===== src/nccm_pkg.sv =====
// Package: shared types and constants of the completion commit engine.
`default_nettype none
package nccm_pkg;
    localparam int RING_DEPTH_DEF = 256;
    localparam int NUM_QUEUES_DEF = 16;

    localparam logic [2:0] OP_ENQ   = 3'd0;
    localparam logic [2:0] OP_SCAN  = 3'd1;
    localparam logic [2:0] OP_DBELL = 3'd2;
    localparam logic [2:0] OP_SQH   = 3'd3;
    localparam logic [2:0] OP_IRQ   = 3'd4;

    localparam logic [1:0] K_DONE = 2'd0;
    localparam logic [1:0] K_CQE  = 2'd1;
    localparam logic [1:0] K_IRQ  = 2'd2;
    localparam logic [1:0] K_REJ  = 2'd3;

    localparam logic [2:0] REG_CQ_SIZE   = 3'd0;
    localparam logic [2:0] REG_RING_SIZE = 3'd1;
    localparam logic [2:0] REG_MAX_SCAN  = 3'd2;
    localparam logic [2:0] REG_IRQ_MASK  = 3'd3;
    localparam logic [2:0] REG_QID_FIRST = 3'd4;
    localparam logic [2:0] REG_QID_LAST  = 3'd5;
    localparam logic [2:0] REG_QID_STEP  = 3'd6;

    typedef struct packed {
        logic [2:0]  opcode;
        logic [63:0] time_value;
        logic        internal_flag;
        logic [3:0]  cq_index;
        logic [3:0]  sq_index;
        logic [15:0] cmd_ident;
        logic [15:0] head_value;
    } t_item;

    typedef struct packed {
        logic [1:0]  kind;
        logic [3:0]  out_cq;
        logic [15:0] cq_slot;
        logic [15:0] out_sq_head;
        logic [3:0]  out_sq;
        logic [15:0] out_cmd;
        logic        phase_bit;
        logic [8:0]  retired;
        logic        last;
    } t_result;

    typedef enum logic [2:0] {
        ST_IDLE, ST_RD, ST_WAIT, ST_EVAL, ST_EMIT, ST_IRQ, ST_DONE
    } t_state;
endpackage
`default_nettype wire


===== src/nccm_front.sv =====
// Front end: two-entry queue of items.
`default_nettype none
module nccm_front (
    input  wire             i_clk,
    input  wire             i_rst_n,
    input  wire             i_valid,
    output logic            o_ready,
    input  nccm_pkg::t_item i_item,
    output logic            o_valid,
    input  wire             i_ready,
    output nccm_pkg::t_item o_item
);
    nccm_pkg::t_item r_q [2];
    logic [1:0] r_cnt;
    logic       r_rp, r_wp;
    logic       push, pop;

    assign o_ready = (r_cnt != 2'd2);
    assign o_valid = (r_cnt != 2'd0);
    assign o_item  = r_q[r_rp];
    assign push    = i_valid && o_ready;
    assign pop     = o_valid && i_ready;

    always_ff @(posedge i_clk) begin
        if (!i_rst_n) begin
            r_cnt <= 2'd0;
            r_rp  <= 1'b0;
            r_wp  <= 1'b0;
        end else begin
            if (push) begin
                r_wp <= ~r_wp;
            end
            if (pop) begin
                r_rp <= ~r_rp;
            end
            r_cnt <= r_cnt + {1'b0, push} - {1'b0, pop};
        end
        if (push) begin
            r_q[r_wp] <= i_item;
        end
    end
endmodule
`default_nettype wire


===== config.mk =====
export PLATFORM = sky130hd
export DESIGN_NAME = nccm_front
export DESIGN_NICKNAME = d
export VERILOG_FILES = /design/src/nccm_pkg.sv /design/src/nccm_front.sv
export SDC_FILE = /design/constraint.sdc
export NUM_CORES = 1
export LEC_CHECK = 0
export BUFFER_PORTS_ARGS = -buffer_cell sky130_fd_sc_hd__buf_2
export CAP_MARGIN = 20
export CORE_MARGIN = 2
export CORE_UTILIZATION = 52
export DETAILED_ROUTE_END_ITERATION = 8
export PLACE_DENSITY = 0.81
export SLEW_MARGIN = 20
export SYNTH_ARGS = -nofsm -noshare
export SYNTH_HDL_FRONTEND = slang
export SYNTH_SLANG_ARGS = --single-unit
export TNS_END_PERCENT = 1

===== constraint.sdc =====
create_clock -name i_clk -period 7.3 [get_ports i_clk]
set_input_delay 0.365 -clock i_clk [delete_from_list [all_inputs] [get_ports i_clk]]
set_output_delay 0.365 -clock i_clk [all_outputs]
set_load 0.02 [all_outputs]

==> results of run 1 <==
[kinds of logic (layout without fill, tap and decap cells)]
group,Yosys count,in the layout,share of synthesized area (%)
fa+ha+maj,2,2,0.309
buf+inv,13,265,1.10
flops,221,221,81.3
xor+xnor,3,3,0.325
simple gates,11,11,0.757
mux,109,109,16.1
other cells,0,2,0
compound gates,1,1,0.0928
[final timing paths]
path                       start                    to  slack, ns  cells past startpoint
max reg2reg  r_cnt[0]$_SDFF_PN0_  r_q[0][71]$_DFFE_PP_       4.45                      4
min reg2reg    r_wp$_SDFFE_PN0N_     r_wp$_SDFFE_PN0N_       0.55                      2
max                     register            o_item[80]       4.27                      3
min                   i_item[67]  r_q[0][67]$_DFFE_PP_       0.06                      1
[placed cells by master (no fill, tap or decap), drive strengths merged]
cell    instances
inv             2
ha              2
nand2           2
and2            2
bufinv          3
or2             1
xnor2           3
dfxtp           5
mux2i           1
nand2b          2
mux2          108
buf           224
and3            1
diode           2
clkinv          6
clkbuf         30
edfxtp        216
nor2            1
nor2b           2
o21a            1
[report_power, final]
group / internal (mW) / switching (mW) / leakage (nW)
clock: 0.713 / 0.433 / 0.375
combinational: 0.378 / 0.537 / 1.41
sequential: 1.60 / 0.0683 / 2.06
[metal layers]
metal  GRT usage [%]  routed length, microns
met5               0                       0
met4            5.05                     337
met3            4.41                    1230
met2            29.1                    7310
met1            20.6                    5630
[flip-flops by register name, indices dropped and copies added (netlist names), named ones only]
register / flops
r_cnt: 2
r_wp: 1
r_q: 216
r_rp: 1
[metrics by stage]
stage	hold slack [ns]	power (mW)	std cells	setup slack [ns]
floorplan	0.455	2.35	360	1.47
global placement	0.508	2.59	760	4.52
detailed placement	0.532	2.62	760	4.40
CTS	0.0440	3.77	800	4.21
global route	0.0432	3.88	801	4.08
finish	0.0619	3.73	802	4.27
[worst max-delay path: stages, from the launching register on]
cell	delay (ns)
dfxtp_4	0.69
buf_4	0.83
mux2_2	0.42
buf_2	0.16
[area by class of cell]
| cell class | count | area [sq um] | area share, % |
|---|---|---|---|
| Clock inverter | 10 | 126 | 1.24 |
| Antenna cell | 2 | 5.00 | 0.0493 |
| Multi-Input combinational cell | 126 | 1430 | 14.1 |
| Clock buffer | 30 | 632 | 6.22 |
| Tap cell | 188 | 235 | 2.32 |
| Timing Repair Buffer | 224 | 1130 | 11.1 |
| Inverter | 1 | 3.75 | 0.0370 |
| Sequential cell | 221 | 6590 | 64.9 |
==> flow_metrics.tcl, run 1 <==
set metrics [dict create \
    fin_worst_skew_ns 0.0151 \
    syn-num-nets 474 \
    slew_headroom_pct 31.9 \
    finalHoldViolCount 0 \
    finalCritPeriodShare_pct 41.6 \
    vias 4128 \
    die_area_sq_um 16600 \
    async_reset_ff_share_pct 0 \
    status "finished clean" \
    finalMaxSlewViolations 0 \
    setup_tns_ns 0 \
    setup_viol 0 \
    cts_resized 0 \
    ir_drop_v 0.000204 \
    cts_tree "done" \
    cp.required_ns 6.93 \
    globalplace.congestion 0.703 \
    portBuffers 221 \
    ys.flop_type "edfxtp_1" \
    hold_class "in2reg" \
    initial_core_util_pct 53.3 \
    final_area_sq_um 10200 \
    yosysTopAreaCell "edfxtp_1" \
    rsz0062_at_grt "false" \
    p_leak_nw 3.85 \
    die_h_microns 129 \
    fill_cells 991 \
    synth_area_leaders "edfxtp_1 (80%), mux2_2 (12%), mux2_4 (3.7%), dfxtp_1 (1.2%), buf_6 (0.56%)" \
    cts_setup_buffers 0 \
    drt_iter0_drc 222 \
    endpoint_kind "primary output" \
    yosysWarningCount 0 \
    period_minus_slack_ns 3.03 \
    syn_avg_cell_area_sq_um 22.5 \
    coreArea_sq_um 15200 \
    drc_errors 0 \
    grt_overflow 0 \
    maxCapViolations 0 \
    tightest_slew_ns 1.02 \
    power.density_nw_per_um2 367 \
    rows 45 \
    dp_hpwl_microns 9560 \
    startpoint_type "register" \
    synthCells 360 \
    synth_edf_count 216 \
    track_usage_pct 16.7 \
    yosysTopAreaCellShare_pct 80.1 \
    grt_pass1_wl_microns 21500 \
    fin_nets 710 \
    wire_per_inst_microns 18.1 \
    finish.utilization_pct 66.8 \
    cts_buffer_depth 3 \
    grt_pass1_vias 4245 \
    vias_per_cell 5.15 \
    antenna_found_initial 1 \
    postPlaceCellArea_sq_um 9390 \
    grt_max_degree 74 \
    synth_area_sq_um 8100 \
    synth.most_common_cell "edfxtp_1" \
    yosysUniqueCellTypes 18 \
    critPathArrivalTime_ns 2.67 \
    clock-root-buffer "clkbuf_16" \
    max_freq_mhz 330 \
    synthTopCellsByCount "edfxtp_1 (216), mux2_2 (88), mux2_4 (20), buf_2 (8), dfxtp_1 (5)" \
    die_w_microns 129 \
    drive_gt1_share_pct 60.5 \
    io_pins 222 \
    yosysSeqAreaShare_pct 81.3 \
    drt-total-wl_microns 14500 \
    cts.htree.levels 1 \
    crit_type "reg2out" \
    cts_sinks 221 \
    clk_latency_ns 0.49 \
    cts.clk_slew.worst_paths_ns 0.06 \
    path_max_fanout 67 \
    area_growth_pct 25.4 \
    hold_buffers 0 \
    cts_buffers 22 \
    synth_seq_cells 221 \
    ant_nets 0 \
    dr.pass1.iters 4 \
]
Note: power is estimated with default switching activity, not from simulation.
==> run 2: changes to the inputs <==
==> constraint.sdc (replaced) <==
create_clock -name i_clk -period 2.8 [get_ports i_clk]
set_input_delay 0.14 -clock i_clk [delete_from_list [all_inputs] [get_ports i_clk]]
set_output_delay 0.14 -clock i_clk [all_outputs]
set_load 0.02 [all_outputs]
==> run 2 against run 1 <==
Compared with the run above: non-clock buffer count increased by 115; global-route usage increased by 3.4 points; total power increased to 2.6 times the previous value; critical endpoint is now o_item[2]; count of clock-buffer cells in the layout decreased by 4; setup slack got worse by 3.7 ns; clock power increased by 140%; die area unchanged; highest routed layer unchanged; via count increased by 12%; clock skew decreased by 0.00088 ns; flip-flop and latch count unchanged; cell area increased by 11%; largest power group unchanged; sequential power increased to 2.6 times the previous value.
==> flow_metrics.tcl, run 2 (synthesis gave the netlist of run 1 again) <==
set metrics [dict create \
    setup_viol 0 \
    drt-total-wl_microns 17200 \
    cts_tree "done" \
    vias_per_cell 5.04 \
    globalplace.congestion 0.777 \
    tightest_slew_ns 0.597 \
    endpoint_kind "primary output" \
    drive_gt1_share_pct 51.2 \
    reg_top3 "r_q x216, r_cnt x2" \
    die_area_sq_um 16600 \
    initial_core_util_pct 53.3 \
    cts.htree.levels 1 \
    io_pins 222 \
    finalMaxSlewViolations 0 \
    cts.clk_slew.worst_paths_ns 0.06 \
    largest-register "r_q" \
    worstReg2RegStart "r_cnt[0]$_SDFF_PN0_" \
    portBuffers 221 \
    drt_iter0_drc 248 \
    finalCritPeriodShare_pct 80.5 \
    antenna_found_initial 0 \
    grt_overflow 0 \
    rsz0062_at_grt "false" \
    cts_resized 0 \
    startpoint_type "register" \
    maxCapViolations 0 \
    cp.required_ns 2.66 \
    wire_per_inst_microns 18.8 \
    slew_headroom_pct 60.2 \
    clk_latency_ns 0.49 \
    largest_reg_flops 216 \
    period_minus_slack_ns 2.25 \
    hold_slack_ns 0.0860 \
    fill_cells 891 \
    dp_hpwl_microns 9920 \
    finish.utilization_pct 73.9 \
    ant_nets 0 \
    path_max_fanout 33 \
    crit_type "reg2out" \
    track_usage_pct 20.1 \
    power.density_nw_per_um2 861 \
    die_h_microns 129 \
    die_w_microns 129 \
    cts_sinks 221 \
    grt_pass1_vias 4968 \
    vias 4605 \
    layout_commonest_cell "buf_2" \
    p_leak_nw 4.30 \
    fin_worst_skew_ns 0.0142 \
    setup_tns_ns 0 \
    diodes 0 \
    drc_errors 0 \
    clock-root-buffer "clkbuf_16" \
    critPathArrivalTime_ns 2.11 \
    finalHoldViolCount 0 \
    hold_buffers 109 \
    coreArea_sq_um 15200 \
    hold_class "in2reg" \
    max_freq_mhz 444 \
    cts_setup_buffers 0 \
    grt_max_degree 66 \
    rows 45 \
    dr.pass1.iters 4 \
    grt_pass1_wl_microns 25600 \
    area_growth_pct 38.8 \
    fin_nets 825 \
    ir_drop_v 0.000573 \
    status "finished clean" \
    cts_buffer_depth 3 \
    cts_buffers 22 \
    final_cell_mix "buf_2 (221), edfxtp_1 (216), dlygate4sd3_1 (109)" \
    hp-start "i_valid" \
]
-- run 2: changes by cell type in the layout (fill, tap and decap cells not counted), moves of 2 or more --
cell           previous run  this run
bufinv_16                 3         1
buf_12                    0         3
buf_4                     3         6
dlygate4sd3_1             0       109
clkbuf_8                  3         0
diode_2                   2         0
clkinv_1                  2         7
-- run 2: where the power goes --
| group | total (mW) | leakage [nW] | internal (mW) | switching, mW |
|---|---|---|---|---|
| Clock | 2.71 | 0.332 | 1.58 | 1.14 |
| Combinational | 2.61 | 1.91 | 1.14 | 1.48 |
| Sequential | 4.34 | 2.06 | 4.16 | 0.188 |
-- run 2: worst paths after layout --
| kind | end | slack [ns] | cells past startpoint |
|---|---|---|---|
| max | o_item[2] | 0.55 | 3 |
| min | r_wp$_SDFFE_PN0N_ | 0.09 | 3 |
| max reg2reg | r_cnt[1]$_SDFF_PN0_ | 0.98 | 8 |
| min reg2reg | r_wp$_SDFFE_PN0N_ | 0.56 | 2 |
-- run 2: cell type report --
cell class / instances / area, sq um / share of cell area [%]
multi-input combinational: 126 / 1440 / 12.8
inverter: 1 / 3.75 / 0.0334
tap: 188 / 235 / 2.09
timing repair buffer: 339 / 2300 / 20.5
sequential: 221 / 6590 / 58.7
clock inverter: 13 / 81.3 / 0.724
clock buffer: 26 / 587 / 5.22
-- run 2: per-layer routing --
metal / track usage, % / vias to the layer above / part of all wire, % / routed length [microns]
li1: - / 2135 / - / -
met1: 23.3 / 2250 / 39 / 6630
met2: 37.2 / 192 / 53 / 9030
met3: 4.82 / 28 / 7.1 / 1230
met4: 5.69 / 0 / 1.8 / 307
met5: 0 / - / 0 / 0
-- run 2: per-stage QoR --
| step | setup slack, ns | power [mW] | cell area, sq um | std cells |
|---|---|---|---|---|
| 2_1_floorplan | 0.0622 | 6.09 | 8110 | 360 |
| 4_1_cts | 0.511 | 9.71 | 11200 | 914 |
| 3_5_place_dp | 1.05 | 6.88 | 9480 | 766 |
| 5_1_grt | 0.432 | 10.1 | 11200 | 914 |
| 6_report | 0.546 | 9.67 | 11200 | 914 |
| 3_3_place_gp | 1.08 | 6.81 | 9480 | 766 |
-- run 2: worst max-delay path, cell delays in order, from the launching register on --
cell and delay, ns:
dfxtp_4 0.69, buf_4 0.36, mux2_2 0.37, buf_2 0.16
==> run 3: changes to the inputs <==
--- a/config.mk
+++ b/config.mk
@@ -5,6 +5,7 @@
 export SDC_FILE = /design/constraint.sdc
 export NUM_CORES = 1
 export LEC_CHECK = 0
+export ABC_AREA = 1
 export BUFFER_PORTS_ARGS = -buffer_cell sky130_fd_sc_hd__buf_2
 export CAP_MARGIN = 20
 export CORE_MARGIN = 2
==> constraint.sdc (replaced) <==
create_clock -name i_clk -period 2.3 [get_ports i_clk]
set_input_delay 0.115 -clock i_clk [delete_from_list [all_inputs] [get_ports i_clk]]
set_output_delay 0.115 -clock i_clk [all_outputs]
set_load 0.02 [all_outputs]
==> run 3 against run 2 <==
Compared with the run above: sequential share of layout area fell by 0.56 points; die area barely moved; cell area rose by 1.0%; total power rose by 24%; count of clock-buffer cells in the layout did not move; sequential power rose by 21%; non-clock buffer count fell by 1; highest routed layer unchanged.
==> flow_metrics.tcl, run 3 <==
set metrics [dict create \
    die_w_microns 129 \
    postPlaceCellArea_sq_um 9520 \
    cts_sinks 221 \
    fin_worst_skew_ns 0.0169 \
    cts.clk_slew.worst_paths_ns 0.06 \
    grt_overflow 0 \
    p_total_mw 12.0 \
    async_reset_ff_share_pct 0 \
    yosysUniqueCellTypes 12 \
    finalMaxSlewViolations 0 \
    grt_pass1_vias 5038 \
    synthTopCellsByCount "edfxtp_1 (216), mux2_2 (88), mux2_4 (20), nand2_1 (9)" \
    path_max_fanout 55 \
    diodes 0 \
    syn-num-nets 486 \
    drt-total-wl_microns 16800 \
    track_usage_pct 19.6 \
    cts_setup_buffers 0 \
    synth_seq_cells 221 \
    finalHoldViolCount 0 \
    fin_nets 837 \
    endpoint_kind "primary output" \
    synth_area_leaders "edfxtp_1 (80%), mux2_2 (12%), mux2_4 (3.7%), dfxtp_1 (1.2%), buf_6 (0.56%)" \
    dr.pass1.iters 6 \
    regArea_sq_um 6590 \
    final_cell_mix "buf_2 (221), edfxtp_1 (216), dlygate4sd3_1 (111)" \
    rsz0062_at_grt "false" \
    cts.htree.levels 1 \
    critPathSlowestCell "mux2_2" \
    power.density_nw_per_um2 1060 \
    die_area_sq_um 16600 \
    synthCells 372 \
    clock-root-buffer "clkbuf_16" \
    yosysTopAreaCell "edfxtp_1" \
    ant_nets 0 \
    dp_hpwl_microns 9530 \
    cts_tree "done" \
    cp_num_buf_inv 2 \
    area_growth_pct 40.1 \
    p_leak_nw 4.36 \
    grt_max_degree 57 \
    syn_avg_cell_area_sq_um 21.8 \
    maxCapViolations 0 \
    vias 4705 \
    synth_edf_count 216 \
    cts_buffer_depth 3 \
    fill_cells 867 \
    slew_headroom_pct 75.5 \
    setup_viol 0 \
    initial_core_util_pct 53.3 \
    max_freq_mhz 527 \
    globalplace.congestion 0.800 \
    portBuffers 221 \
    critPathArrivalTime_ns 1.78 \
    tightest_slew_ns 0.367 \
    synth.most_common_cell "edfxtp_1" \
    crit_chain "buf_12 -> mux2_2 -> buf_2" \
    finish.utilization_pct 74.7 \
    layout_commonest_cell "buf_2" \
    drive_gt1_share_pct 50.7 \
    largest-register "r_q" \
    largest_reg_flops 216 \
    clk_latency_ns 0.50 \
    synth_area_sq_um 8100 \
    cp.required_ns 2.18 \
    ys.flop_type "edfxtp_1" \
    die_h_microns 129 \
    final_area_sq_um 11300 \
    vias_per_cell 5.08 \
    finalCritPeriodShare_pct 82.5 \
    max_stage_delay_ns 0.40 \
    path_delay_family "buffers and inverters" \
    crit_type "reg2out" \
    drt_iter0_drc 250 \
    yosysWarningCount 0 \
    multiInputGateArea_sq_um 1430 \
    startpoint_type "register" \
    drc_errors 0 \
    status "finished clean" \
    yosysTopAreaCellShare_pct 80.0 \
    wire_per_inst_microns 18.2 \
    rows 45 \
    ir_drop_v 0.000914 \
    yosysSeqAreaShare_pct 81.3 \
    grt_pass1_wl_microns 25400 \
    cts_buffers 23 \
    io_pins 222 \
    coreArea_sq_um 15200 \
    period_minus_slack_ns 1.90 \
    hold_class "in2reg" \
    rrSetupSlack_ns 0.74 \
    reg_top3 "r_q x216, r_cnt x2" \
    antenna_found_initial 0 \
]
[run 3: cell count changes after synthesis, sizes merged, moves of 3 or more]
cell / change
nand2: +7
nor2: +7
inv: +6
nand3: +3
xnor2: -3
[run 3: layer usage]
layer  part of all wire, %  up-vias  global-route usage, %
met5                     0        -                      0
met3                   6.3       41                   4.86
li1                      -     2162                      -
met2                    53      179                   36.5
met4                   2.7        0                   5.69
met1                    38     2323                   22.5
[run 3: area by class of cell]
class	instances	share of cell area, %
clock buffer	26	5.17
clock inverter	15	1.18
inverter	7	0.265
multi-input combinational	132	12.6
sequential	221	58.1
tap	188	2.07
timing repair buffer	338	20.6
[run 3: final timing paths]
path,to,cells past startpoint,startpoint
max,o_item[43],3,register
min,r_q[0][15]$_DFFE_PP_,2,i_item[15]
max reg2reg,r_cnt[1]$_SDFF_PN0_,10,r_cnt[1]$_SDFF_PN0_
min reg2reg,r_rp$_SDFFE_PN0P_,2,r_rp$_SDFFE_PN0P_
[run 3: repair_timing]
| action | CTS | global route |
|---|---|---|
| resized for setup | 0 | 0 |
| setup endpoints to repair | 0 | 0 |
| endpoints found under the hold margin | 221 | 0 |
| hold buffers | 111 | 0 |
[run 3: kinds of logic (layout without fill, tap and decap cells)]
kind of cell	after synthesis	count (layout)	share of synthesized area, %
mux	108	108	15.9
flops	221	221	81.3
fa+ha+maj	2	2	0.309
compound gates	2	2	0.124
simple gates	20	20	0.973
buf+inv	19	386	1.37
[run 3: power breakdown]
part | switching, mW | internal [mW] | total, mW
Combinational | 1.88 | 1.35 | 3.23
Sequential | 0.161 | 5.10 | 5.26
Clock | 1.44 | 2.06 | 3.50
[run 3: per-stage QoR]
stage | TNS, ns | hold slack, ns | cells | setup WS, ns
detailed placement | 0 | 0.306 | 775 | 0.797
global placement | 0 | 0.302 | 775 | 0.926
CTS | 0 | 0.316 | 927 | 0.394
floorplan | -54.29 | 0.208 | 372 | -0.268
finish | 0 | 0.340 | 927 | 0.402
global route | 0 | 0.327 | 927 | 0.366
